### config.mk
export PLATFORM = sky130hd
export DESIGN_NAME = alpb_queue
export DESIGN_NICKNAME = d
export VERILOG_FILES = /design/src/design/alpb_pkg.sv /design/src/design/alpb_queue.sv
export SDC_FILE = /design/constraint.sdc
export NUM_CORES = 1
export LEC_CHECK = 0
export BUFFER_PORTS_ARGS = -buffer_cell sky130_fd_sc_hd__buf_2
export CORE_ASPECT_RATIO = 1.2
export CORE_MARGIN = 5
export CORE_UTILIZATION = 58
export DETAILED_ROUTE_END_ITERATION = 16
export PLACE_DENSITY = 0.79
export SYNTH_ARGS = -nofsm -noshare
export SYNTH_HDL_FRONTEND = slang
export SYNTH_SLANG_ARGS = --single-unit
### constraint.sdc
create_clock -name i_clk -period 5.7 [get_ports i_clk]
set_input_delay 0.855 -clock i_clk [delete_from_list [all_inputs] [get_ports i_clk]]
set_output_delay 0.855 -clock i_clk [all_outputs]
set_load 0.005 [all_outputs]
### src/design/alpb_pkg.sv
// ----------------------------------------------------------------------------
// alpb_pkg
// Shared types and constants for the antialiased line pixel blend.
// ----------------------------------------------------------------------------
package alpb_pkg;

    localparam int C_CANVAS_DIM  = 1024;
    localparam int C_QUEUE_DEPTH = 4;

    localparam int C_NUM_W   = 51;
    localparam int C_DEN_W   = 30;
    localparam int C_DIST_W  = 37;
    localparam int C_ROOT_W  = 19;
    localparam int C_COV_W   = 14;
    localparam int C_RAMP_Q_W = 14;

    localparam logic [1:0] C_CLS_ZERO = 2'd0;
    localparam logic [1:0] C_CLS_FULL = 2'd1;
    localparam logic [1:0] C_CLS_RAMP = 2'd2;

    localparam logic [C_COV_W-1:0] C_COV_ONE    = 14'd8192;
    localparam logic [20:0]        C_BLEND_DEN  = 21'd2088960;
    localparam logic [20:0]        C_BLEND_HALF = 21'd1044480;
    localparam logic [15:0]        C_RECIP_255  = 16'h8081;

    typedef struct packed {
        logic [10:0] pixel_x;
        logic [10:0] pixel_y;
        logic [7:0]  canvas_red;
        logic [7:0]  canvas_green;
        logic [7:0]  canvas_blue;
    } t_pixel_in;

    typedef struct packed {
        logic [7:0] blended_red;
        logic [7:0] blended_green;
        logic [7:0] blended_blue;
        logic       was_covered;
    } t_pixel_out;

    typedef struct packed {
        logic [7:0] red;
        logic [7:0] green;
        logic [7:0] blue;
    } t_rgb;

    typedef struct packed {
        logic [13:0] sx;
        logic [13:0] sy;
        logic [13:0] ex;
        logic [13:0] ey;
    } t_seg;

    typedef struct packed {
        logic signed [14:0] vx;
        logic signed [14:0] vy;
        logic [29:0]        v2;
        logic [20:0]        ou2;
        logic [19:0]        in2;
        logic [10:0]        outr;
        logic               thick;
    } t_geom;

    typedef struct packed {
        logic [1:0]         cls;
        logic [C_NUM_W-1:0] num;
        logic [C_DEN_W-1:0] den;
        t_rgb               rgb;
    } t_work;

endpackage

### src/design/alpb_queue.sv
// ----------------------------------------------------------------------------
// alpb_queue
// Short first-in first-out queue between the front and back halves.
// ----------------------------------------------------------------------------
module alpb_queue #(
    parameter int DEPTH = alpb_pkg::C_QUEUE_DEPTH
) (
    input  logic            i_clk,
    input  logic            i_rst_n,
    input  logic            i_push,
    input  alpb_pkg::t_work i_data,
    output logic            o_full,
    output logic            o_valid,
    output alpb_pkg::t_work o_data
);
    import alpb_pkg::*;

    localparam int PTR_W = (DEPTH > 1) ? $clog2(DEPTH) : 1;
    localparam int CNT_W = $clog2(DEPTH + 1);

    t_work            r_mem [DEPTH];
    logic [PTR_W-1:0] r_wptr, r_rptr;
    logic [CNT_W-1:0] r_count;
    logic             r_valid;
    t_work            r_data;
    logic             pop;

    assign pop    = r_count != '0;
    assign o_full = r_count == CNT_W'(DEPTH);

    always_ff @(posedge i_clk) begin
        if (!i_rst_n) begin
            r_wptr  <= '0;
            r_rptr  <= '0;
            r_count <= '0;
            r_valid <= 1'b0;
        end else begin
            r_valid <= pop;
            if (i_push) begin
                r_wptr <= (r_wptr == PTR_W'(DEPTH - 1)) ? '0 : r_wptr + 1'b1;
            end
            if (pop) begin
                r_rptr <= (r_rptr == PTR_W'(DEPTH - 1)) ? '0 : r_rptr + 1'b1;
            end
            r_count <= r_count + CNT_W'(i_push) - CNT_W'(pop);
        end
    end

    always_ff @(posedge i_clk) begin
        if (i_push) begin
            r_mem[r_wptr] <= i_data;
        end
        if (pop) begin
            r_data <= r_mem[r_rptr];
        end
    end

    assign o_valid = r_valid;
    assign o_data  = r_data;
endmodule

==> flow_metrics.env, run 1 <==
export IMPL_clock_latency_ns=0.55
export IMPL_postSynthCellCount=712
export IMPL_place_congestion=0.731
export IMPL_grt_overflow=0
export IMPL_max_cap_violations=0
export IMPL_finalSetupViolCount=0
export IMPL_clock_tree_from_tritoncts="yes"
export IMPL_core_region_area_mm2=0.0323
export IMPL_global_route_usage_total=0.189
export IMPL_status="complete, no violations"
export IMPL_num_fill_cells=1939
export IMPL_worst_hold_path_type="in -> reg"
export IMPL_p_leak_uw=0.00745
export IMPL_worstPathCellList="nor3_1, inv_4, ha_1, inv_1, ha_1, fa_1, xnor3_1, and2_1"
export IMPL_number_of_buffers_created_by_cts=49
export IMPL_synth_lib_cells_used_distinct=21
export IMPL_flow_area_growth_from_synthesis_pct=16.0
export IMPL_tmin_final_ns=3.17
export IMPL_drc_errors=0
export IMPL_postCtsHoldBufs=0
export IMPL_syn_avg_cell_area_um2=26.8
export IMPL_total_power_uw=10400
export IMPL_timing_rr_start="r_count[1]"
export IMPL_postRouteWirelength_mm=34.3
export IMPL_worstSetupStartpointType="flop"
export IMPL_clkSinkCount=543
export IMPL_critPathSlowestCell="nor3_1"
export IMPL_worstPathArrival_ns=3.61
export IMPL_io_buffer_count=218
export IMPL_slew_headroom=0.374
export IMPL_grt_start_max_net_pins=97
export IMPL_worst_ep_required_time_ns=6.15
export IMPL_placement_rows=72
export IMPL_power_density_cell_area_mw_per_mm2=469
export IMPL_drc_violation_total_after_the_first_tritonroute_iteration=562
export IMPL_rsz0062_at_grt="false"
export IMPL_critical_path_buf_inv_count=2
export IMPL_maxClockFrequency_mhz=316
export IMPL_synth_cell_area_mm2=0.0191
export IMPL_layout_commonest_cell="edfxtp_1"
export IMPL_final_hold_violation_count=0
export IMPL_cts_htree_levels=2
export IMPL_worst_path_largest_cell_delay_ns=0.63
export IMPL_ir_worst_vdd_mv=0.435
export IMPL_design_die_area_mm2=0.0366
export IMPL_detailroute_via_count=8102
export IMPL_grt_first_pass_wirelength_mm=51.9
export IMPL_multi_input_comb_area_mm2=0.00269
export IMPL_post_cts_buffers=0
export IMPL_slew_violations=0
export IMPL_worst_path_class_setup="reg -> reg"
export IMPL_dr_pass1_iterations=5
export IMPL_setup_worst_path_start="r_count[1]"
export IMPL_seqCellArea_mm2=0.0162
export IMPL_initial_utilization=0.590
export IMPL_yosysSeqAreaShare=0.851
export IMPL_setup_tns_ns=0
export IMPL_grt_pass1_vias=8649
export IMPL_postRouteAntennaNets=0
export IMPL_synth_seq_cells=543
export IMPL_cp_max_fo=61
export IMPL_clock_root_buffer="clkbuf_16"
export IMPL_final_core_utilization=0.684
export IMPL_min_from="i_data[90]"
export IMPL_worst_clock_skew_ns=0.0248
export IMPL_worstMarginPinSlew_ns=0.940
export IMPL_io_pin_count=219
export IMPL_grt_antenna_before_repair=7
export IMPL_die_h_um=209
export IMPL_post_dp_hpwl_mm=19.7
export IMPL_net_count_after_synthesis=830
export IMPL_critical_path_most_common_cell="ha_1"
export IMPL_drt_vias_per_instance=5.73
export IMPL_worst_setup_hold_path_clk_slew_ns=0.06
export IMPL_layout_worst_path_cycle_share=0.555
export IMPL_worstSetupEndpointType="flop"
export IMPL_cts_resized_gates=0
export IMPL_num_nets_final=1085
export IMPL_synth_warning_count=0
export IMPL_routedWlPerCell_um=24.3
export IMPL_die_width_um=176
export IMPL_drive_above_1_share=0.401
export IMPL_max_clock_path_buffers=3
export IMPL_most_frequent_cells_in_the_layout="535 x edfxtp_1, 218 x buf_2, 107 x mux4_2"
export IMPL_critPathTopFamily="adder cells"
==> flip-flops by register name (all words and copies together) (netlist names) <==
register,flops
o_data,107
r_mem,428
r_count,3
o_valid,1
r_rptr,2
r_wptr,2
==> where the power goes <==
| part | internal [uW] | total, uW | switching (uW) |
|---|---|---|---|
| Sequential | 5190 | 5490 | 297 |
| Combinational | 926 | 1870 | 946 |
| Clock | 1700 | 3010 | 1310 |
==> routing by layer <==
layer | wire length [um] | GRT usage | up-vias
met3 | 1920 | 0.0403 | 65
met4 | 946 | 0.0654 | 8
met1 | 13200 | 0.247 | 4226
li1 | - | - | 3570
met5 | 53 | 0 | -
met2 | 18200 | 0.320 | 233
==> layout make-up <==
class / instances / share of cell area
flip-flops and latches: 543 / 0.734
multi-input cells: 137 / 0.122
clock buffers: 69 / 0.0612
repair buffers: 229 / 0.0536
well taps: 407 / 0.0230
clock inverters: 19 / 0.00515
inverters: 7 / 0.00130
diodes: 2 / 0.000226
==> worst paths after layout <==
kind                                      to  slack, ns  depth (start not counted)
worst min-delay path            r_mem[0][90]       0.51                          1
worst min register to register     r_wptr[1]       0.57                          2
worst max-delay path              r_count[2]       2.53                          8
worst max register to register    r_count[2]       2.53                          8
==> metrics by stage <==
| step | hold WS (ns) | worst slack, ns | instance area (um^2) | cells |
|---|---|---|---|---|
| 2_1_floorplan | 0.521 | 1.60 | 19100 | 712 |
| 3_3_place_gp | 0.553 | 2.56 | 20600 | 1323 |
| 3_5_place_dp | 0.567 | 2.48 | 20600 | 1323 |
| 4_1_cts | 0.474 | 2.47 | 22100 | 1411 |
| 5_1_grt | 0.478 | 2.28 | 22100 | 1413 |
| 6_report | 0.508 | 2.53 | 22100 | 1413 |
==> synthesized netlist by cell type <==
cell type  count  area (um^2)
buf_6          2         22.5
dfxtp_1        8          160
nand2_1        3         11.3
and3_1         1         6.26
clkbuf_1       8         30.0
nor3_1         1         5.00
and2_1         7         43.8
ha_1           7         87.6
edfxtp_1     535        16100
mux2i_1        3         30.0
xnor3_1        1         22.5
nor3b_1        1         7.51
buf_2         13         65.1
fa_1           1         20.0
o21a_1         1         7.51
or3b_1         1         8.76
mux4_2       107         2410
buf_4          1         7.51
nor2b_1        3         18.8
inv_1          7         26.3
buf_8          1         15.0
==> cell families (layout without fill, tap and decap cells) <==
logic type,after synthesis,after routing,synth area share
AND/OR/NAND/NOR,17,17,0.00531
XOR/XNOR,1,1,0.00118
AO/OA/AOI/OAI,1,1,0.000394
flip-flops,543,543,0.851
buffers and inverters,32,324,0.00873
other,0,2,0
multiplexers,110,110,0.128
adder cells (fa/ha/maj),8,8,0.00564
==> worst reg2reg max path: stages, from the launching register on <==
cell	delay, ns
dfxtp_1	0.34
nor3_1	0.63
inv_4	0.52
ha_1	0.46
inv_1	0.04
ha_1	0.19
fa_1	0.39
xnor3_1	0.34
and2_1	0.15
(Power assumes the default switching activity.)
==> inputs of run 2 (changes only) <==
==> constraint.sdc (replaced) <==
create_clock -name i_clk -period 3.1 [get_ports i_clk]
set_input_delay 0.465 -clock i_clk [delete_from_list [all_inputs] [get_ports i_clk]]
set_output_delay 0.465 -clock i_clk [all_outputs]
set_load 0.005 [all_outputs]
==> flow_metrics.env, run 2 (same netlist as run 1, synthesis figures left out) <==
export IMPL_max_cap_violations=0
export IMPL_final_hold_violation_count=0
export IMPL_postRouteWirelength_mm=35.5
export IMPL_dr_pass1_iterations=5
export IMPL_worst_path_class_setup="reg -> reg"
export IMPL_clkSinkCount=543
export IMPL_detailed_place_area_mm2=0.0208
export IMPL_detailroute_via_count=8194
export IMPL_num_nets_final=1088
export IMPL_cts_htree_levels=2
export IMPL_status="complete, no violations"
export IMPL_p_leak_uw=0.00757
export IMPL_worstMarginPinSlew_ns=0.703
export IMPL_multi_input_comb_area_mm2=0.00272
export IMPL_largest_register_ffs=428
export IMPL_tmin_final_ns=2.10
export IMPL_worstSetupStartpointType="flop"
export IMPL_slew_violations=0
export IMPL_r2r_slack_ns=1.0
export IMPL_maxClockFrequency_mhz=475
export IMPL_seqCellArea_mm2=0.0162
export IMPL_grt_antenna_before_repair=11
export IMPL_initial_utilization=0.590
export IMPL_finalSetupViolCount=0
export IMPL_drive_above_1_share=0.422
export IMPL_io_pin_count=219
export IMPL_cp_max_fo=4
export IMPL_grt_overflow=0
export IMPL_setup_tns_ns=0
export IMPL_clock_tree_from_tritoncts="yes"
export IMPL_drt_vias_per_instance=5.76
export IMPL_ir_worst_vdd_mv=0.713
export IMPL_die_width_um=176
export IMPL_postRouteAntennaNets=0
export IMPL_largest_reg_by_ff_count="r_mem"
export IMPL_slew_headroom=0.531
export IMPL_post_dp_hpwl_mm=20.2
export IMPL_worst_setup_hold_path_clk_slew_ns=0.06
export IMPL_drc_errors=0
export IMPL_min_from="i_data[12]"
export IMPL_grt_pass1_vias=8769
export IMPL_num_fill_cells=1898
export IMPL_whs_ns=0.116
export IMPL_worstSetupEndpointType="flop"
export IMPL_placement_rows=72
export IMPL_most_frequent_cells_in_the_layout="535 x edfxtp_1, 218 x buf_2, 107 x mux4_2"
export IMPL_layout_worst_path_cycle_share=0.679
export IMPL_routedWlPerCell_um=24.9
export IMPL_worstHoldPathCells=1
export IMPL_grt_first_pass_wirelength_mm=54.0
export IMPL_core_region_area_mm2=0.0323
export IMPL_io_buffer_count=218
export IMPL_worst_hold_path_type="in -> reg"
export IMPL_place_congestion=0.725
export IMPL_clock_root_buffer="clkbuf_16"
export IMPL_worst_clock_skew_ns=0.0104
export IMPL_rsz0062_at_grt="false"
export IMPL_number_of_buffers_created_by_cts=49
export IMPL_cts_resized_gates=0
export IMPL_worst_ep_required_time_ns=3.55
export IMPL_r2r_cells=8
export IMPL_global_route_usage_total=0.197
export IMPL_postCtsHoldBufs=0
export IMPL_postLayoutCellArea_mm2=0.0224
export IMPL_power_density_cell_area_mw_per_mm2=873
export IMPL_timing_rr_start="r_count[2]"
export IMPL_clock_latency_ns=0.56
export IMPL_post_cts_buffers=0
export IMPL_max_clock_path_buffers=3
export IMPL_min_delay_worst_endpoint="r_mem[1][12]"
export IMPL_drc_violation_total_after_the_first_tritonroute_iteration=731
export IMPL_grt_start_max_net_pins=108
export IMPL_worstPathArrival_ns=2.55
export IMPL_design_die_area_mm2=0.0366
export IMPL_layout_commonest_cell="edfxtp_1"
export IMPL_die_h_um=209
export IMPL_worstReg2RegEnd="r_count[2]"
export IMPL_flow_area_growth_from_synthesis_pct=17.7
-- run 2: per-layer routing --
layer  routed length (um)  GRT usage  vias up
li1                     -          -     3564
met1                13300      0.259     4277
met2                18900      0.336      276
met3                 2330     0.0472       63
met4                  797     0.0581       14
met5                   91          0        -
-- run 2: per-stage QoR --
stage	utilization	std cells	worst slack, ns	total power (uW)
6_report	0.694	1422	0.997	19600
2_1_floorplan	-	712	-0.571	12200
5_1_grt	0.694	1421	0.916	20400
3_5_place_dp	0.644	1326	1.01	13900
4_1_cts	0.694	1418	0.994	19900
3_3_place_gp	0.644	1326	1.05	13800
-- run 2: final cells by class --
type	count	area share
diodes	4	0.000446
clock buffers	64	0.0608
clock inverters	28	0.0112
inverters	7	0.00134
multi-input cells	137	0.121
flip-flops and latches	543	0.723
well taps	407	0.0227
repair buffers	232	0.0594
-- run 2: how the worst max path moves through the flow --
stage	start	to	slack, ns	cells past startpoint
after CTS	r_count[2]	r_count[2]	0.99	8
after floorplan	r_count[2]	r_count[2]	-0.57	8
after global placement	r_count[2]	r_count[2]	1.05	8
after detailed placement	r_count[2]	r_count[2]	1.01	8
after global routing	r_count[2]	r_count[2]	0.92	8
final	r_count[2]	r_count[2]	1.0	8
-- run 2: critical path: stages, from the launching register on --
cell	delay (ns)
dfxtp_2	0.34
nor3_4	0.32
clkinvlp_4	0.19
ha_1	0.31
inv_2	0.04
ha_4	0.15
fa_2	0.33
xnor3_1	0.17
and2_1	0.15
-- run 2: where the power goes --
group / switching [uW] / total (uW) / internal [uW] / leakage (uW)
Clock: 2510 / 5960 / 3450 / 0.000784
Sequential: 454 / 9990 / 9540 / 0.00506
Combinational: 1860 / 3640 / 1780 / 0.00172
==> inputs of run 3 (changes only) <==
==> constraint.sdc (replaced) <==
create_clock -name i_clk -period 1.95 [get_ports i_clk]
set_input_delay 0.2925 -clock i_clk [delete_from_list [all_inputs] [get_ports i_clk]]
set_output_delay 0.2925 -clock i_clk [all_outputs]
set_load 0.005 [all_outputs]
==> flow_metrics.env, run 3 (same netlist as run 1, synthesis figures left out) <==
export IMPL_status="complete, no violations"
export IMPL_final_core_utilization=0.739
export IMPL_grt_antenna_before_repair=3
export IMPL_grt_pass1_vias=9606
export IMPL_drt_vias_per_instance=5.73
export IMPL_io_pin_count=219
export IMPL_worst_ep_required_time_ns=2.40
export IMPL_post_cts_buffers=0
export IMPL_clock_latency_ns=0.57
export IMPL_grt_overflow=0
export IMPL_max_clock_path_buffers=3
export IMPL_clock_root_buffer="clkbuf_16"
export IMPL_worstMarginPinSlew_ns=0.739
export IMPL_worstSetupStartpointType="flop"
export IMPL_flow_area_growth_from_synthesis_pct=25.4
export IMPL_worstSetupEndpointType="flop"
export IMPL_num_nets_final=1222
export IMPL_grt_start_max_net_pins=67
export IMPL_p_leak_uw=0.00818
export IMPL_placement_rows=72
export IMPL_clock_tree_from_tritoncts="yes"
export IMPL_whs_ns=0.0514
export IMPL_cts_htree_levels=2
export IMPL_drc_errors=0
export IMPL_max_cap_violations=0
export IMPL_finalSetupViolCount=0
export IMPL_worst_path_class_setup="reg -> reg"
export IMPL_final_hold_violation_count=0
export IMPL_most_frequent_cells_in_the_layout="535 x edfxtp_1, 218 x buf_2, 107 x mux4_2, 107 x dlygate4sd3_1, 50 x clkbuf_16"
export IMPL_drive_above_1_share=0.392
export IMPL_slew_violations=0
export IMPL_setup_tns_ns=0
export IMPL_power_density_cell_area_mw_per_mm2=1340
export IMPL_postRouteAntennaNets=0
export IMPL_cp_max_fo=2
export IMPL_worst_clock_skew_ns=0.0196
export IMPL_layout_commonest_cell="edfxtp_1"
export IMPL_detailroute_via_count=8902
export IMPL_tmin_final_ns=1.91
export IMPL_grt_first_pass_wirelength_mm=59.0
export IMPL_core_region_area_mm2=0.0323
export IMPL_design_die_area_mm2=0.0366
export IMPL_initial_utilization=0.590
export IMPL_place_congestion=0.740
export IMPL_num_fill_cells=1673
export IMPL_largest_reg_by_ff_count="r_mem"
export IMPL_drc_violation_total_after_the_first_tritonroute_iteration=734
export IMPL_worst_setup_hold_path_clk_slew_ns=0.06
export IMPL_maxClockFrequency_mhz=523
export IMPL_global_route_usage_total=0.216
export IMPL_worstPathArrival_ns=2.36
export IMPL_die_h_um=209
export IMPL_worst_hold_path_type="in -> reg"
export IMPL_postRouteWirelength_mm=39.0
export IMPL_largest_register_ffs=428
export IMPL_die_width_um=176
export IMPL_io_buffer_count=218
export IMPL_dr_pass1_iterations=5
export IMPL_layout_worst_path_cycle_share=0.980
export IMPL_rsz0062_at_grt="true"
export IMPL_number_of_buffers_created_by_cts=50
export IMPL_post_dp_hpwl_mm=22.2
export IMPL_ir_worst_vdd_mv=0.910
export IMPL_clkSinkCount=543
export IMPL_slew_headroom=0.507
export IMPL_routedWlPerCell_um=25.1
run 3: changes by cell type in the layout (fill, tap and decap cells not counted), sizes merged:
cell,change
clkinv,+3
dlygate4sd3,+107
clkinvlp,-1
diode,-1
clkbuf,-2
buf,+26
run 3: power by group:
part | switching, uW | internal (uW) | leakage (uW)
sequential | 752 | 15200 | 0.00506
clock | 4090 | 5270 | 0.000754
combinational | 3280 | 3460 | 0.00236
total | 8130 | 23900 | 0.00818
run 3: cell type report:
| type | count | area, um^2 | area share |
|---|---|---|---|
| Antenna cell | 3 | 7.51 | 0.000314 |
| Clock buffer | 62 | 1300 | 0.0542 |
| Clock inverter | 30 | 270 | 0.0113 |
| Inverter | 7 | 30.0 | 0.00126 |
| Multi-Input combinational cell | 137 | 2730 | 0.114 |
| Sequential cell | 543 | 16200 | 0.679 |
| Tap cell | 407 | 509 | 0.0213 |
| Timing Repair Buffer | 365 | 2830 | 0.118 |
run 3: worst paths after layout:
check                    end  slack, ns  depth (start not counted)       start
setup / recovery  r_count[2]       0.04                          8  r_count[0]
hold / removal     r_wptr[0]       0.05                          2     i_rst_n
setup reg to reg  r_count[2]       0.04                          8  r_count[0]
hold reg to reg    r_wptr[1]       0.56                          2   r_wptr[1]
run 3: critical path, stage by stage, from the launching register on:
cell and delay [ns]:
dfxtp_2 0.33, nor3_4 0.23, clkinvlp_4 0.15, ha_4 0.28
inv_2 0.03, ha_4 0.14, fa_2 0.33, xnor3_1 0.17
and2_1 0.14
run 3: timing repair:
| item | in CTS | in global routing |
|---|---|---|
| setup endpoints to repair | 0 | 2 |
| gates resized for setup | 0 | 3 |
| endpoints found under the hold margin | 428 | 0 |
| hold buffers | 107 | 0 |
run 3: through the flow:
step | worst slack, ns | std cells | area [um^2] | power [uW]
after global routing | -0.0451 | 1552 | 23900 | 33400
after floorplan | -1.72 | 712 | 19100 | 19400
after detailed placement | 0.0328 | 1352 | 21200 | 22700
final | 0.0386 | 1554 | 23900 | 32000
after CTS | 0.0232 | 1551 | 23900 | 32200
after global placement | 0.0787 | 1352 | 21200 | 22500
run 3: routing by layer:
layer	part of all wire	wire length, um	vias up	global-route usage
li1	-	-	3836	-
met1	0.37	14600	4647	0.276
met2	0.55	21300	340	0.383
met3	0.052	2040	75	0.0349
met4	0.027	1070	4	0.0691
met5	0.00069	27	-	0
